$ cat src/rtl/core/bmp_pkg.sv
// Package for battery_mv_to_percent: field widths, the discharge table and the
// per-segment rounding thresholds. Depends on nothing.
`timescale 1ns / 1ps

package bmp_pkg;

   // Field widths
   localparam int MV_W    = 13;
   localparam int PCT_W   = 7;
   localparam int VOLTS_W = 6;
   localparam int HALF_W  = 8;

   localparam logic [MV_W-1:0]   MV_MAX    = 13'd5000;
   localparam logic [PCT_W-1:0]  PCT_EMPTY = 7'd0;
   localparam logic [PCT_W-1:0]  PCT_FULL  = 7'd100;
   localparam logic [HALF_W-1:0] HALF_MAX  = 8'd200;

   // Discharge table, highest voltage first
   localparam int POINTS = 21;
   localparam int SEGS   = POINTS - 1;
   localparam int SEG_W  = $clog2(SEGS);
   localparam int LUT_MV [POINTS] = '{
      4200, 4150, 4110, 4080, 4020, 3980, 3950, 3910, 3870, 3850, 3840,
      3820, 3800, 3790, 3770, 3750, 3730, 3710, 3690, 3610, 3300};
   localparam int LUT_PCT [POINTS] = '{
      100, 95, 90, 85, 80, 75, 70, 65, 60, 55, 50,
      45, 40, 35, 30, 25, 20, 15, 10, 5, 0};

   // Every segment rises by the same step in percent
   localparam int RISE = 5;
   // Distance above a segment's lower point; the widest segment is 310 mV
   localparam int D_W  = 9;

   typedef logic [RISE-1:0][D_W-1:0] thr_row_type;
   typedef thr_row_type [SEGS-1:0]   thr_table_type;

   // Rounded step: floor((2*d*RISE + span) / (2*span)) equals the number of k
   // in 0..RISE-1 with d >= ceil(span*(2k+1) / (2*RISE)).
   function automatic thr_table_type build_thresholds();
      thr_table_type t;
      int span;
      for (int s = 0; s < SEGS; s++) begin
         span = LUT_MV[s] - LUT_MV[s+1];
         for (int k = 0; k < RISE; k++) begin
            t[s][k] = D_W'((span * (2 * k + 1) + 2 * RISE - 1) / (2 * RISE));
         end
      end
      return t;
   endfunction

   localparam thr_table_type THRESH = build_thresholds();

   // Tenths of a volt: (mv + 50) / 100 as multiply by reciprocal and shift
   localparam logic [MV_W-1:0] VOLT_BIAS  = 13'd50;
   localparam logic [MV_W-1:0] VOLT_RECIP = 13'd5243;
   localparam int              VOLT_SHIFT = 19;
   localparam int              PROD_W     = 2 * MV_W;

   // Segment search result handed to the fraction stage
   typedef struct packed {
      logic             below;
      logic             above;
      logic [SEG_W-1:0] seg;
      logic [D_W-1:0]   delta;
   } seg_info_type;

endpackage

$ cat src/rtl/core/battery_mv_to_percent.sv
// Top level of the battery voltage to charge converter.
// Depends on bmp_pkg, bmp_seg_find, bmp_frac and bmp_volts.
`timescale 1ns / 1ps

// Usage
//   Input: drive req_battery_mv with start high; a transaction is taken at
//   each rising edge with start high and busy low. busy is always low, so a
//   new reading may be given every clock.
//   Output: rsp_valid is high for one cycle with rsp_charge_percent,
//   rsp_volts_tenths and rsp_percent_half_units. The receiver cannot stall;
//   results are never held and need none.
//   The result passes four register stages between the accepting edge and
//   the cycle with rsp_valid (input saturation, segment search plus
//   reciprocal multiply, rounding compares plus shift, output register).
//   Throughput: one reading per clock.
//   Readings above 5000 mV are saturated to 5000 mV.
//   Reset (synchronous, active high) clears the valid bits of every stage;
//   transactions in flight are dropped and no result comes out of them.
module battery_mv_to_percent (
   input  logic                          clock,
   input  logic                          reset,
   input  logic                          start,
   output logic                          busy,
   input  logic [bmp_pkg::MV_W-1:0]      req_battery_mv,
   output logic                          rsp_valid,
   output logic [bmp_pkg::PCT_W-1:0]     rsp_charge_percent,
   output logic [bmp_pkg::VOLTS_W-1:0]   rsp_volts_tenths,
   output logic [bmp_pkg::HALF_W-1:0]    rsp_percent_half_units
);

   logic                          accept;
   logic [bmp_pkg::MV_W-1:0]      mv_in;
   logic [bmp_pkg::MV_W-1:0]      mv_ff;
   logic [2:0]                    valid_in;
   logic [2:0]                    valid_ff;
   logic                          rsp_valid_ff;
   bmp_pkg::seg_info_type         seg_info;
   logic [bmp_pkg::PCT_W-1:0]     pct;
   logic [bmp_pkg::VOLTS_W-1:0]   volts;
   logic [bmp_pkg::HALF_W-1:0]    half_in;
   logic [bmp_pkg::PCT_W-1:0]     pct_ff;
   logic [bmp_pkg::VOLTS_W-1:0]   volts_ff;
   logic [bmp_pkg::HALF_W-1:0]    half_ff;

   // Pipeline never stalls
   assign busy   = 1'b0;
   assign accept = start && !busy;

   // Input stage: saturate the reading
   assign mv_in = (req_battery_mv > bmp_pkg::MV_MAX) ? bmp_pkg::MV_MAX : req_battery_mv;

   always_ff @(posedge clock) begin
      mv_ff <= mv_in;
   end

   bmp_seg_find u_seg_find (
      .clock  (clock),
      .mv_i   (mv_ff),
      .info_o (seg_info)
   );

   bmp_frac u_frac (
      .clock  (clock),
      .info_i (seg_info),
      .pct_o  (pct)
   );

   bmp_volts u_volts (
      .clock   (clock),
      .mv_i    (mv_ff),
      .volts_o (volts)
   );

   // Valid bits travel alongside the data stages
   assign valid_in = {valid_ff[1:0], accept};

   always_ff @(posedge clock) begin
      if (reset) begin
         valid_ff     <= '0;
         rsp_valid_ff <= 1'b0;
      end else begin
         valid_ff     <= valid_in;
         rsp_valid_ff <= valid_ff[2];
      end
   end

   // Output stage: half-percent units, capped
   always_comb begin
      half_in = {pct, 1'b0};
      if (half_in > bmp_pkg::HALF_MAX) begin
         half_in = bmp_pkg::HALF_MAX;
      end
   end

   always_ff @(posedge clock) begin
      pct_ff   <= pct;
      volts_ff <= volts;
      half_ff  <= half_in;
   end

   assign rsp_valid              = rsp_valid_ff;
   assign rsp_charge_percent     = pct_ff;
   assign rsp_volts_tenths       = volts_ff;
   assign rsp_percent_half_units = half_ff;

endmodule

$ cat src/rtl/core/bmp_seg_find.sv
// Segment search stage: finds the table segment of a voltage and the distance
// above its lower point. Depends on bmp_pkg.
`timescale 1ns / 1ps

module bmp_seg_find (
   input  logic                         clock,
   input  logic [bmp_pkg::MV_W-1:0]     mv_i,
   output bmp_pkg::seg_info_type        info_o
);

   logic [bmp_pkg::SEGS-1:0]   ge;
   logic [bmp_pkg::SEG_W-1:0]  seg;
   logic [bmp_pkg::MV_W-1:0]   lo_mv;
   logic [bmp_pkg::MV_W-1:0]   diff;
   bmp_pkg::seg_info_type      info_in;
   bmp_pkg::seg_info_type      info_ff;

   // Compare against every lower point, then take the highest segment hit
   always_comb begin
      for (int s = 0; s < bmp_pkg::SEGS; s++) begin
         ge[s] = (mv_i >= bmp_pkg::MV_W'(bmp_pkg::LUT_MV[s+1]));
      end
      seg   = '0;
      lo_mv = bmp_pkg::MV_W'(bmp_pkg::LUT_MV[bmp_pkg::SEGS]);
      for (int s = bmp_pkg::SEGS - 1; s >= 0; s--) begin
         if (ge[s]) begin
            seg   = bmp_pkg::SEG_W'(s);
            lo_mv = bmp_pkg::MV_W'(bmp_pkg::LUT_MV[s+1]);
         end
      end
      diff = mv_i - lo_mv;
      info_in.below = (mv_i <= bmp_pkg::MV_W'(bmp_pkg::LUT_MV[bmp_pkg::POINTS-1]));
      info_in.above = (mv_i >= bmp_pkg::MV_W'(bmp_pkg::LUT_MV[0]));
      info_in.seg   = seg;
      info_in.delta = diff[bmp_pkg::D_W-1:0];
   end

   always_ff @(posedge clock) begin
      info_ff <= info_in;
   end

   assign info_o = info_ff;

endmodule

$ cat src/rtl/core/bmp_frac.sv
// Fraction stage: rounds the step within a segment by threshold compares and
// adds the segment's lower percentage. Depends on bmp_pkg.
`timescale 1ns / 1ps

module bmp_frac (
   input  logic                         clock,
   input  bmp_pkg::seg_info_type        info_i,
   output logic [bmp_pkg::PCT_W-1:0]    pct_o
);

   logic [bmp_pkg::PCT_W-1:0] lo_pct;
   logic [bmp_pkg::PCT_W-1:0] step;
   logic [bmp_pkg::PCT_W-1:0] pct_in;
   logic [bmp_pkg::PCT_W-1:0] pct_ff;
   bmp_pkg::thr_row_type      row;

   // Count thresholds passed, select lower percentage of the segment
   always_comb begin
      row  = bmp_pkg::THRESH[info_i.seg];
      step = '0;
      for (int k = 0; k < bmp_pkg::RISE; k++) begin
         if (info_i.delta >= row[k]) begin
            step = step + 1'b1;
         end
      end
      lo_pct = bmp_pkg::PCT_EMPTY;
      for (int s = 0; s < bmp_pkg::SEGS; s++) begin
         if (info_i.seg == bmp_pkg::SEG_W'(s)) begin
            lo_pct = bmp_pkg::PCT_W'(bmp_pkg::LUT_PCT[s+1]);
         end
      end
      if (info_i.below) begin
         pct_in = bmp_pkg::PCT_EMPTY;
      end else if (info_i.above) begin
         pct_in = bmp_pkg::PCT_FULL;
      end else begin
         pct_in = lo_pct + step;
      end
   end

   always_ff @(posedge clock) begin
      pct_ff <= pct_in;
   end

   assign pct_o = pct_ff;

endmodule

$ cat src/rtl/core/bmp_volts.sv
// Voltage rounding to tenths of a volt: reciprocal multiply, then shift, over
// two register stages. Depends on bmp_pkg.
`timescale 1ns / 1ps

module bmp_volts (
   input  logic                         clock,
   input  logic [bmp_pkg::MV_W-1:0]     mv_i,
   output logic [bmp_pkg::VOLTS_W-1:0]  volts_o
);

   logic [bmp_pkg::MV_W-1:0]    biased;
   logic [bmp_pkg::PROD_W-1:0]  prod_in;
   logic [bmp_pkg::PROD_W-1:0]  prod_ff;
   logic [bmp_pkg::VOLTS_W-1:0] volts_ff;

   // mv is at most 5000, so mv + 50 fits the field width
   assign biased  = mv_i + bmp_pkg::VOLT_BIAS;
   assign prod_in = bmp_pkg::PROD_W'(biased) * bmp_pkg::PROD_W'(bmp_pkg::VOLT_RECIP);

   always_ff @(posedge clock) begin
      prod_ff  <= prod_in;
      volts_ff <= prod_ff[bmp_pkg::VOLT_SHIFT +: bmp_pkg::VOLTS_W];
   end

   assign volts_o = volts_ff;

endmodule

$ cat config.mk
export PLATFORM = sky130hd
export DESIGN_NAME = battery_mv_to_percent
export DESIGN_NICKNAME = d
export VERILOG_FILES = /design/src/rtl/core/bmp_pkg.sv /design/src/rtl/core/battery_mv_to_percent.sv /design/src/rtl/core/bmp_seg_find.sv /design/src/rtl/core/bmp_frac.sv /design/src/rtl/core/bmp_volts.sv
export SDC_FILE = /design/constraint.sdc
export NUM_CORES = 1
export LEC_CHECK = 0
export BUFFER_PORTS_ARGS = -buffer_cell sky130_fd_sc_hd__buf_2
export CORE_UTILIZATION = 45
export DETAILED_ROUTE_END_ITERATION = 8
export GPL_ROUTABILITY_DRIVEN = 0
export GPL_TIMING_DRIVEN = 0
export MAX_ROUTING_LAYER = met4
export PLACE_DENSITY_LB_ADDON = 0.12
export SLEW_MARGIN = 20
export SYNTH_ARGS = -nofsm -noshare
export SYNTH_HDL_FRONTEND = slang
export SYNTH_SLANG_ARGS = --single-unit
$ cat constraint.sdc
create_clock -name clock -period 8.65 [get_ports clock]
set_input_delay 0.865 -clock clock [delete_from_list [all_inputs] [get_ports clock]]
set_output_delay 0.865 -clock clock [all_outputs]
set_load 0.02 [all_outputs]
==> metrics.md, run 1 <==
| Metric | Value |
|---|---|
| Outcome | completed |
| First-pass DRT Iterations | 6 |
| Kind of end point of the critical path | register |
| Hold depth | 0 |
| Flops & latches, synth | 72 |
| Die Footprint | approximately 17000 sq um |
| Post-CTS setup buffer count | 0 |
| R2R cell count | 20 |
| CTS buffer count | 9 |
| Slowest stage cell, crit path | xor2_1 |
| Die width | 131 um |
| Post-route ant nets | 0 |
| Core box area | 16100 sq um |
| Warnings from Yosys | 0 |
| Worst slew pin tran | about 0.92 ns |
| Crit-path cells | ha_1 -> a21oi_1 -> a21oi_1 -> nand2_1 -> nor2_1 -> xor2_1 -> ha_1 -> fa_1 -> inv_1 -> fa_1 -> inv_1 -> fa_1 -> fa_1 -> ha_1 -> a21oi_1 -> o21ai_0 -> nor4b_1 -> nor4_1 -> a21oi_1 -> xnor2_1 |
| Routed WL per cell | between 10 and 15 um |
| Clock sinks | 72 |
| Cts repair resizes | 0 |
| Netlist Area Pre-Place | 7470 sq um |
| Req. time, crit path | 8.87 ns |
| Post-Syn Instances | 838 |
| Clock Tree Buf Depth | 2 |
| Clock Latency Late Sink | 0.34 ns |
| Drt first-iter violations | 303 |
| Vias | 5937 |
| Mean Syn Cell Area | 8.92 sq um |
| Placed cells | about 1100 |
| H-tree levels | 3 |
| Power Density | around 350 nW/um^2 |
| TritonCTS clock tree | yes |
| CTS clk-pin slew, worst paths | 0.06 ns |
| Initial Util | 46.5% |
| Die height | 131 um |
| Rows | 46 |
| Vias in the first global route | 5866 |
| Peak supply drop | 256 uV |
| Root Driver | clkbuf_16 |
| CP Launch Type | register |
| Top FF cell, synth | dfxtp_1 |
| RSZ-0062 raised after global routing | false |
| Routed wire length | 16.2 mm |
| Layout cells sized above 1 | 8.63% |
| Yosys top cell area share | 23.4% |
| Count of cell types in the netlist | 65 |
| Global-route wire length before repair | 27.8 mm |
| # Max-Cap Violations | 0 |
| TNS Setup | 0 ns |
| Worst hold path class | register to register |
| Critical path type | register to register |
| Place WS | around 1.8 ns |
| Final HPWL DP | 13.4 mm |
| Non-Filler Instances | 1108 |
| Layout area overhead | 10.2% |
| Worst-path fanout max | 10 |
| Fin crit period | between 6 and 7 ns |
| Overflow after GRT | 0 |
| Crit path largest cell delay | 0.64 ns |
| Io pins | 39 |
| Slew headroom | 38.0% |
| Setup-failing EPs final | 0 |
| Leak | 0.00402 uW |
| GRT Total Usage | 21.4% |
| Largest net degree at the start of global routing | 13 |
| Antenna violations before repair | 0 |
| Clock skew | 0.00990 ns |
| Number of nets in the layout | 1099 |
| Setup slack after layout | 1.80 ns |
| Number of synthesized flops with an enable pin | 0 |
| Synth area leader | ha_1 |
| ANT cells | 0 |
| Share of flip-flops with an asynchronous set or reset | 0% |
| Port Buf Inserts | 36 |
| Vias per cell | approximately 5.4 |
| Hold WS | 0.323 ns |
| Max Transition Viols Final | 0 |
| WP data arrival | 7.07 ns |
| Residual DRC | 0 |
| Final Hold Vio Count | 0 |
| Final cycle utilization of the critical path | 79.2% |
| Fmax | 146 MHz |
| Synth area leaders | ha_1, dfxtp_1, fa_1 |
| Post-CTS Hold Fix Bufs | 0 |
| Seq/Total Area, Yosys | 19.3% |
-- flip-flops by register name, indices dropped and copies added, names as in the netlist --
signal,cells
mv_ff,13
u_seg_find.info_o,15
u_frac.pct_o,7
rsp_volts_tenths,6
u_volts.volts_o,6
rsp_charge_percent,7
u_volts.prod_ff,7
rsp_valid,1
rsp_percent_half_units,7
valid_ff,3
-- routing by layer --
layer,GRT usage (%),part of all wire (%)
met1,27.4,47
met2,35.0,47
met3,3.42,4.4
met4,5.61,1.6
met5,-,0
-- synthesized netlist by cell type, drive strengths merged, types with 12 or more instances --
library cell and count:
a21oi 46, xnor2 24, xor2 15, a211oi 13
o21ai 32, nand3 13, dfxtp 72, nor3 16
nor2 39, fa 56, ha 140, nor2b 19
a31oi 15, nand2 49, inv 132, and2 12
clkbuf 18
-- placed cells by master, fill, tap and decap left out, types with 9 or more instances in the layout --
master       n
xor2_1      14
nor2_1      39
clkbuf_1    18
fa_1        56
a21oi_1     46
o21bai_1     9
o21ai_0     31
inv_1      132
and2_1      12
a211oi_1    12
ha_1       140
xnor2_1     23
dfxtp_1     72
nor3_1      15
nand3_1     13
nand2_1     49
buf_2       41
nor2b_1     19
a31oi_1     15
clkbuf_16    9
-- worst paths after layout --
check / from / to / slack [ns]
max: mv_ff[2]$_SDFF_PN0_ / u_volts.prod_ff[24]$_DFF_P_ / 1.80
min: u_volts.prod_ff[22]$_DFF_P_ / u_volts.volts_o[3]$_DFF_P_ / 0.32
max reg2reg: mv_ff[2]$_SDFF_PN0_ / u_volts.prod_ff[24]$_DFF_P_ / 1.80
min reg2reg: u_volts.prod_ff[22]$_DFF_P_ / u_volts.volts_o[3]$_DFF_P_ / 0.32
-- logic make-up (layout without fill, tap and decap cells) --
| group | after synthesis | count (layout) | synth area share (%) |
|---|---|---|---|
| other cells | 1 | 3 | 0.0502 |
| mux | 4 | 4 | 0.553 |
| fa+ha+maj | 196 | 196 | 38.4 |
| compound gates | 177 | 177 | 15.9 |
| buf+inv | 159 | 211 | 8.19 |
| flops | 72 | 72 | 19.3 |
| xor+xnor | 39 | 39 | 4.67 |
| simple gates | 190 | 190 | 12.9 |
-- per-stage QoR --
stage | power (uW) | cell area (sq um) | utilization, %
3_5_place_dp | 2500 | 7930 | 49.4
4_1_cts | 2910 | 8230 | 51.2
5_1_grt | 3260 | 8240 | 51.3
2_1_floorplan | 2010 | 7480 | -
6_report | 2860 | 8240 | 51.3
3_3_place_gp | 2430 | 7930 | 49.4
-- layout make-up --
cell class | count | area, sq um
timing repair buffer | 36 | 180
sequential | 72 | 1440
fill | 1510 | 7820
clock buffer | 11 | 243
multi-input combinational | 609 | 5430
clock inverter | 5 | 56.3
inverter | 132 | 495
buffer | 27 | 116
tap | 216 | 270
-- report_power, final --
group          switching, uW  internal [uW]  total (uW)  leakage (uW)
Sequential              42.6            428         471      0.000602
Combinational           1170            848        2020       0.00327
Clock                    144            231         374      0.000145
Total                   1350           1510        2860       0.00402
-- worst max-delay path: cells and delay by family (launching register included) --
kind            cells  cell delay, ns
fa+ha+maj           7            3.04
compound gates      5            1.31
simple gates        4            1.02
xor+xnor            2            0.80
flops               1            0.44
buf+inv             2            0.12
Power figures use the tool's default switching activity.
==> inputs of run 2 (changes only) <==
ABC_AREA = 1   (was not set)
clock period = 6.5 ns   (was 8.65 ns; I/O delays follow)
==> run 2 against run 1 <==
  * Cell area up 4.6%
  * Sequential cell count did not move
  * Synthesized cell count increased by 23%
  * Synthesized area rose by 4.9%
  * Clock skew shrank 0.0044 ns
  * Global-route usage decreased by 0.54 points
  * Utilization hardly changed
  * Hold slack hardly changed
  * Critical path type unchanged
  * Highest routed layer unchanged
==> metrics.md, run 2 <==
| Metric | Value |
|---|---|
| Clock power frac | 11.7% (-1.4 points) |
| Initial Util | 46.6% (+0.068 points) |
| Max Transition Viols Final | 0 (unchanged) |
| Root Driver | clkbuf_16 |
| Count of cell types in the netlist | 46 (-29%) |
| Power Density | 489 nW/um^2 (+41%) |
| Worst hold path class | register to register |
| Met2 WL post-DR | 7.25 mm (-4.4%) |
| Worst-path fanout max | 8 (-2) |
| Simple-gate share of the synthesized area | 17.6% (+4.7 points) |
| Port Buf Inserts | 36 (unchanged) |
| Fmax | 165 MHz (+13%) |
| Internal | 2100 uW (+39%) |
| Residual DRC | 0 (unchanged) |
| Final Hold Vio Count | 0 (unchanged) |
| Final cycle utilization of the critical path | 93.3% (+14 points) |
| NetSw | 2120 uW (+57%) |
| Mux cell area share after synthesis | 0.287% (-0.27 points) |
| Critical path type | register to register |
| Switch share | 50.3% (+3.0 points) |
| Warnings from Yosys | 0 (unchanged) |
| Clock sinks | 72 (unchanged) |
| ANT cells | 0 (unchanged) |
| Top FF cell, synth | dfxtp_1 |
| Global-route wire length before repair | 28.9 mm (+4.0%) |
| Core box area | 16800 sq um (+4.7%) |
| Outcome | completed |
| Post-Syn Instances | 1034 (+23%) |
| Synth area leader | ha_1 |
| Worst slew pin tran | 0.769 ns (-0.155 ns) |
| Synth area leaders | ha_1, dfxtp_1, fa_1 |
| Overflow after GRT | 0 (unchanged) |
| Slew headroom | 48.6% (+11 points) |
| Routed wire length | 16.7 mm (+3.2%) |
| Met3 wire len | 753 um (+5.6%) |
| Most frequent cells in the layout | inv_1, nand2_1, ha_1 |
| H-tree levels | 3 (unchanged) |
| Clock skew | 0.00546 ns (-0.00444 ns) |
| Io pins | 39 (unchanged) |
| WP data arrival | 6.29 ns (-0.78 ns) |
| Max layer used | met4 |
| XOR/XNOR Fraction of Synth Area | 3.58% (-1.1 points) |
| Number of nets in the layout | 1295 (+18%) |
| # Max-Cap Violations | 0 (unchanged) |
| Reg area | 1440 sq um (unchanged) |
| Met1 wire length | 8.40 mm (+10%) |
| Layout Utilization | 51.2% (about the same) |
| Flops & latches, synth | 72 (unchanged) |
| GRT Total Usage | 20.8% (-0.54 points) |
| Post-route ant nets | 0 (unchanged) |
| CTS buffer count | 9 (unchanged) |
| Top cells by count, synth | inv_1, nand2_1, ha_1, nor2_1, dfxtp_1 |
| CTS clk-pin slew, worst paths | 0.06 ns (about the same) |
| Kind of end point of the critical path | register |
| Drt first-iter violations | 320 (+5.6%) |
| Area taken by multi-input logic gates | 5490 sq um (+1.0%) |
| Largest net degree at the start of global routing | 14 (+1) |
| Vias per cell | 4.96 (-7.4%) |
| Non-Filler Instances | 1308 (+18%) |
| Largest family of logic cells by synthesized area | adder cells |
| Synth Area in Compound Gates | 11.5% (-4.4 points) |
| Post-Synth Adder-Cell Area | 36.7% (-1.8 points) |
| Routed WL per cell | 12.8 um (-13%) |
| Leak | 0.00463 uW (+15%) |
| First-pass DRT Iterations | 7 (+1) |
| CP Launch Type | register |
| Share of flip-flops with an asynchronous set or reset | 0% (unchanged) |
| Layout cells sized above 1 | 7.90% (-0.73 points) |
| Hold WS | 0.322 ns (-0.000228 ns) |
| Part of the power in registers | 15.0% (-1.5 points) |
| Antenna violations before repair | 0 (unchanged) |
| Req. time, crit path | 6.72 ns (-2.15 ns) |
| Die height | 134 um (+2.4%) |
| Final HPWL DP | 14.3 mm (+6.7%) |
| Netlist Area Pre-Place | 7840 sq um (+4.9%) |
| Number of synthesized flops with an enable pin | 0 (unchanged) |
| TNS Setup | 0 ns (unchanged) |
| Layout fillers | 1713 (+13%) |
| Mean Syn Cell Area | 7.58 sq um (-15%) |
| Combinational Power Share | 73.3% (+2.8 points) |
| Seq/Total Area, Yosys | 18.4% (-0.90 points) |
| Top-count cell post-synth | inv_1 |
| TritonCTS clock tree | yes |
| Vias in the first global route | 6164 (+5.1%) |
| Fin crit period | 6.06 ns (-0.787 ns) |
| Clock Latency Late Sink | 0.33 ns (about the same) |
| Rows | 47 (+2.2%) |
| Largest register FFs | 15 (unchanged) |
| Layout area overhead | 9.98% |
| Peak supply drop | 431 uV (+69%) |
| Clock Tree Buf Depth | 2 (unchanged) |
| Most common cell after layout, fill and taps aside | inv_1 |
| Die Footprint | 17900 sq um (+4.8%) |
| Die width | 134 um (+2.4%) |
| Vias | 6487 (+9.3%) |
| Yosys top cell area share | 22.3% (-1.1 points) |
| Placed cells | 1292 (+18%) |
| Setup-failing EPs final | 0 (unchanged) |
-- run 2: final cells by class --
cell class	count	share of cell area (%)
buffer	14	0.856
clock buffer	10	2.66
clock inverter	6	0.798
inverter	229	10.0
multi-input combinational	721	63.7
sequential	72	16.7
tap	220	3.19
timing repair buffer	36	2.09
-- run 2: per-stage QoR --
step	instance area, sq um	setup WS [ns]	total power (uW)
2_1_floorplan	7850	1.10	2990
3_3_place_gp	8300	0.185	3710
3_5_place_dp	8300	0.197	3730
4_1_cts	8600	0.177	4260
5_1_grt	8620	-0.0429	4820
6_report	8620	0.436	4210
-- run 2: cell families (layout without fill, tap and decap cells) --
logic type,Yosys count,count (layout)
simple gates,328,328
buf+inv,243,295
fa+ha+maj,196,196
compound gates,160,160
flops,72,72
xor+xnor,32,32
mux,2,2
other cells,1,3
-- run 2: worst max-delay path: stages, from the launching register on --
cell and delay [ns]:
dfxtp_1 0.58, nand2_1 0.09, inv_1 0.11, nand2_1 0.09, nand2_1 0.16, nand3_1 0.11, xor2_1 0.49, inv_1 0.28
fa_1 0.50, ha_1 0.32, fa_1 0.47, fa_1 0.52, fa_1 0.51, ha_1 0.36, nand2_1 0.10, nor4_2 0.39
nand3_1 0.11, o211ai_1 0.36, a21o_1 0.20, a21oi_1 0.08, xnor2_1 0.12
-- run 2: final timing paths --
path         slack (ns)                     endpoint                       start  cells past startpoint
max                0.44  u_volts.prod_ff[23]$_DFF_P_         mv_ff[2]$_SDFF_PN0_                     20
min                0.32  rsp_volts_tenths[5]$_DFF_P_  u_volts.volts_o[5]$_DFF_P_                      0
max reg2reg        0.44  u_volts.prod_ff[23]$_DFF_P_         mv_ff[2]$_SDFF_PN0_                     20
min reg2reg        0.32  rsp_volts_tenths[5]$_DFF_P_  u_volts.volts_o[5]$_DFF_P_                      0
-- run 2: power groups by stage --
stage | registers (uW) | clock network (uW) | logic [uW]
4_1_cts | 631 | 512 | 3120
3_5_place_dp | 641 | 0 | 3090
3_3_place_gp | 639 | 0 | 3070
5_1_grt | 643 | 529 | 3650
2_1_floorplan | 685 | 0 | 2310
6_report | 631 | 494 | 3090
-- run 2: repair_timing --
item | in CTS | in global routing
setup buffers | 0 | 0
gates resized for setup | 0 | 2
hold buffers | 0 | 0
setup endpoints to repair | 0 | 4
-- run 2: metal layers --
layer | vias to the layer above | global-route usage [%]
met1 | 2943 | 28.7
met4 | 0 | 5.93
met3 | 25 | 3.17
met5 | - | -
met2 | 144 | 31.5
li1 | 3375 | -
==> inputs of run 3 (changes only) <==
ABC_AREA = not set   (was 1)
CTS_CLUSTER_SIZE = 8   (was not set)
==> run 3 against run 2 <==
  * Critical path depth down 3
  * Non-clock buffer count up 13
  * Worst setup slack worse by 0.041 ns
==> metrics.md, run 3 (same netlist as run 1, synthesis figures left out) <==
| Metric | Value |
|---|---|
| Vias per cell | 5.39 (+8.7%) |
| Post-CTS setup buffer count | 0 (unchanged) |
| Setup-failing EPs final | 0 (unchanged) |
| WP data arrival | 6.33 ns (+0.04 ns) |
| Final HPWL DP | 13.4 mm (-6.3%) |
| Fmax | 164 MHz (-0.67%) |
| Largest register FFs | 15 (unchanged) |
| Clock Tree Buf Depth | 2 (unchanged) |
| Initial Util | 46.5% (-0.068 points) |
| Worst-path fanout max | 9 (+1) |
| Total power | 3850 uW (-8.7%) |
| Cell mode on critical path | fa_1 |
| Rows | 46 (-2.1%) |
| Port Buf Inserts | 36 (unchanged) |
| Hold WS | 0.323 ns (+0.000170 ns) |
| Dpl cell area | 7930 sq um (-4.5%) |
| Worst slew pin tran | 0.876 ns (+0.107 ns) |
| Post-route ant nets | 0 (unchanged) |
| Core box area | 16100 sq um (-4.5%) |
| CTS buffer count | 9 (unchanged) |
| GRT Total Usage | 21.4% (+0.56 points) |
| Critical path type | register to register |
| Die Footprint | 17100 sq um (-4.6%) |
| TritonCTS clock tree | yes |
| Routed WL per cell | 14.7 um (+15%) |
| Setup slack after layout | 0.394 ns (-0.0412 ns) |
| Global-route wire length before repair | 27.8 mm (-3.8%) |
| Max Transition Viols Final | 0 (unchanged) |
| Layout cells sized above 1 | 9.53% (+1.6 points) |
| Finished layout cell area | 8310 sq um (-3.6%) |
| Overflow after GRT | 0 (unchanged) |
| Vias | 5975 (-7.9%) |
| Most common cell after layout, fill and taps aside | ha_1 |
| Clock Latency Late Sink | 0.34 ns (about the same) |
| Slowest stage cell, crit path | fa_1 |
| # Max-Cap Violations | 0 (unchanged) |
| Worst path top cell family by delay | adder cells |
| Drt first-iter violations | 276 (-14%) |
| CP Launch Type | register |
| Power Density | 463 nW/um^2 (-5.3%) |
| Residual DRC | 0 (unchanged) |
| Post-CTS Hold Fix Bufs | 0 (unchanged) |
| Leak | 0.00404 uW (-13%) |
| Die height | 131 um (-2.3%) |
| Largest net degree at the start of global routing | 13 (-1) |
| First-pass DRT Iterations | 5 (-2) |
| ANT cells | 0 (unchanged) |
| CP bufs+invs | 2 (unchanged) |
| Clock skew | 0.0111 ns (+0.00559 ns) |
| Crit-path cells | clkbuf_1 -> nand2_1 -> nor4_1 -> xnor2_1 -> inv_1 -> fa_1 -> ha_1 -> fa_1 -> fa_1 -> fa_1 -> ha_1 -> nand3_1 -> o21bai_1 -> o311a_1 -> nor4_4 -> a21oi_1 -> xnor2_1 |
| Layout area overhead | 11.2% |
| Number of nets in the layout | 1099 (-15%) |
| Clock sinks | 72 (unchanged) |
| Layout fillers | 1499 (-12%) |
| Reg area | 1440 sq um (+0.17%) |
| Antenna violations before repair | 0 (unchanged) |
| Root Driver | clkbuf_16 |
| Most frequent cells in the layout | ha_1, inv_1, dfxtp_1 |
| Vias in the first global route | 5862 (-4.9%) |
| Io pins | 39 (unchanged) |
| Crit path largest cell delay | 0.54 ns (-0.04 ns) |
| Area taken by multi-input logic gates | 5500 sq um (+0.25%) |
| Slew headroom | 41.4% (-7.2 points) |
| Final cycle utilization of the critical path | 93.9% (+0.63 points) |
| Place WS | -0.339 ns (-0.537 ns) |
| Kind of end point of the critical path | register |
| Final Hold Vio Count | 0 (unchanged) |
| Die width | 131 um (-2.3%) |
| Req. time, crit path | 6.72 ns (about the same) |
| Fin crit period | 6.11 ns (+0.0412 ns) |
| Routed wire length | 16.3 mm (-2.7%) |
| RSZ-0062 raised after global routing | false |
| Worst hold path class | register to register |
| CTS clk-pin slew, worst paths | 0.06 ns (about the same) |
| Peak supply drop | 342 uV (-21%) |
| Outcome | completed |
| H-tree levels | 3 (unchanged) |
| Cts repair resizes | 4 (+4) |
==> run 3: area by class of cell <==
class                      instances  share of cell area [%]
clock buffer                      11                    2.92
multi-input combinational        609                    66.2
sequential                        72                    17.4
timing repair buffer              36                    2.17
inverter                         132                    5.96
buffer                            27                    1.40
tap                              216                    3.25
clock inverter                     5                   0.678
==> run 3: power by group <==
| part | internal, uW | switching, uW |
|---|---|---|
| Clock | 307 | 190 |
| Combinational | 1140 | 1580 |
| Sequential | 570 | 56.8 |
==> run 3: path summary, 6_finish.rpt <==
check | from | depth (start not counted) | slack (ns) | to
hold reg to reg | u_volts.prod_ff[22]$_DFF_P_ | 0 | 0.32 | u_volts.volts_o[3]$_DFF_P_
hold / removal | u_volts.prod_ff[22]$_DFF_P_ | 0 | 0.32 | u_volts.volts_o[3]$_DFF_P_
setup / recovery | mv_ff[7]$_SDFF_PN1_ | 17 | 0.39 | u_volts.prod_ff[24]$_DFF_P_
setup reg to reg | mv_ff[7]$_SDFF_PN1_ | 17 | 0.39 | u_volts.prod_ff[24]$_DFF_P_
==> run 3: layer usage <==
layer / up-vias / GRT usage [%] / share of wire, %
li1: 2941 / - / -
met1: 2826 / 27.4 / 47
met2: 184 / 35.0 / 47
met3: 24 / 3.42 / 4.5
met4: 0 / 5.61 / 1.5
met5: - / - / 0
==> run 3: metrics by stage <==
stage                     setup TNS, ns  cells  util (%)
final                                 0   1108      51.7
after global routing                  0   1108      51.7
after floorplan                       0    840         -
after detailed placement         -0.792   1092      49.4
after global placement           -0.862   1092      49.4
after CTS                             0   1108      51.4
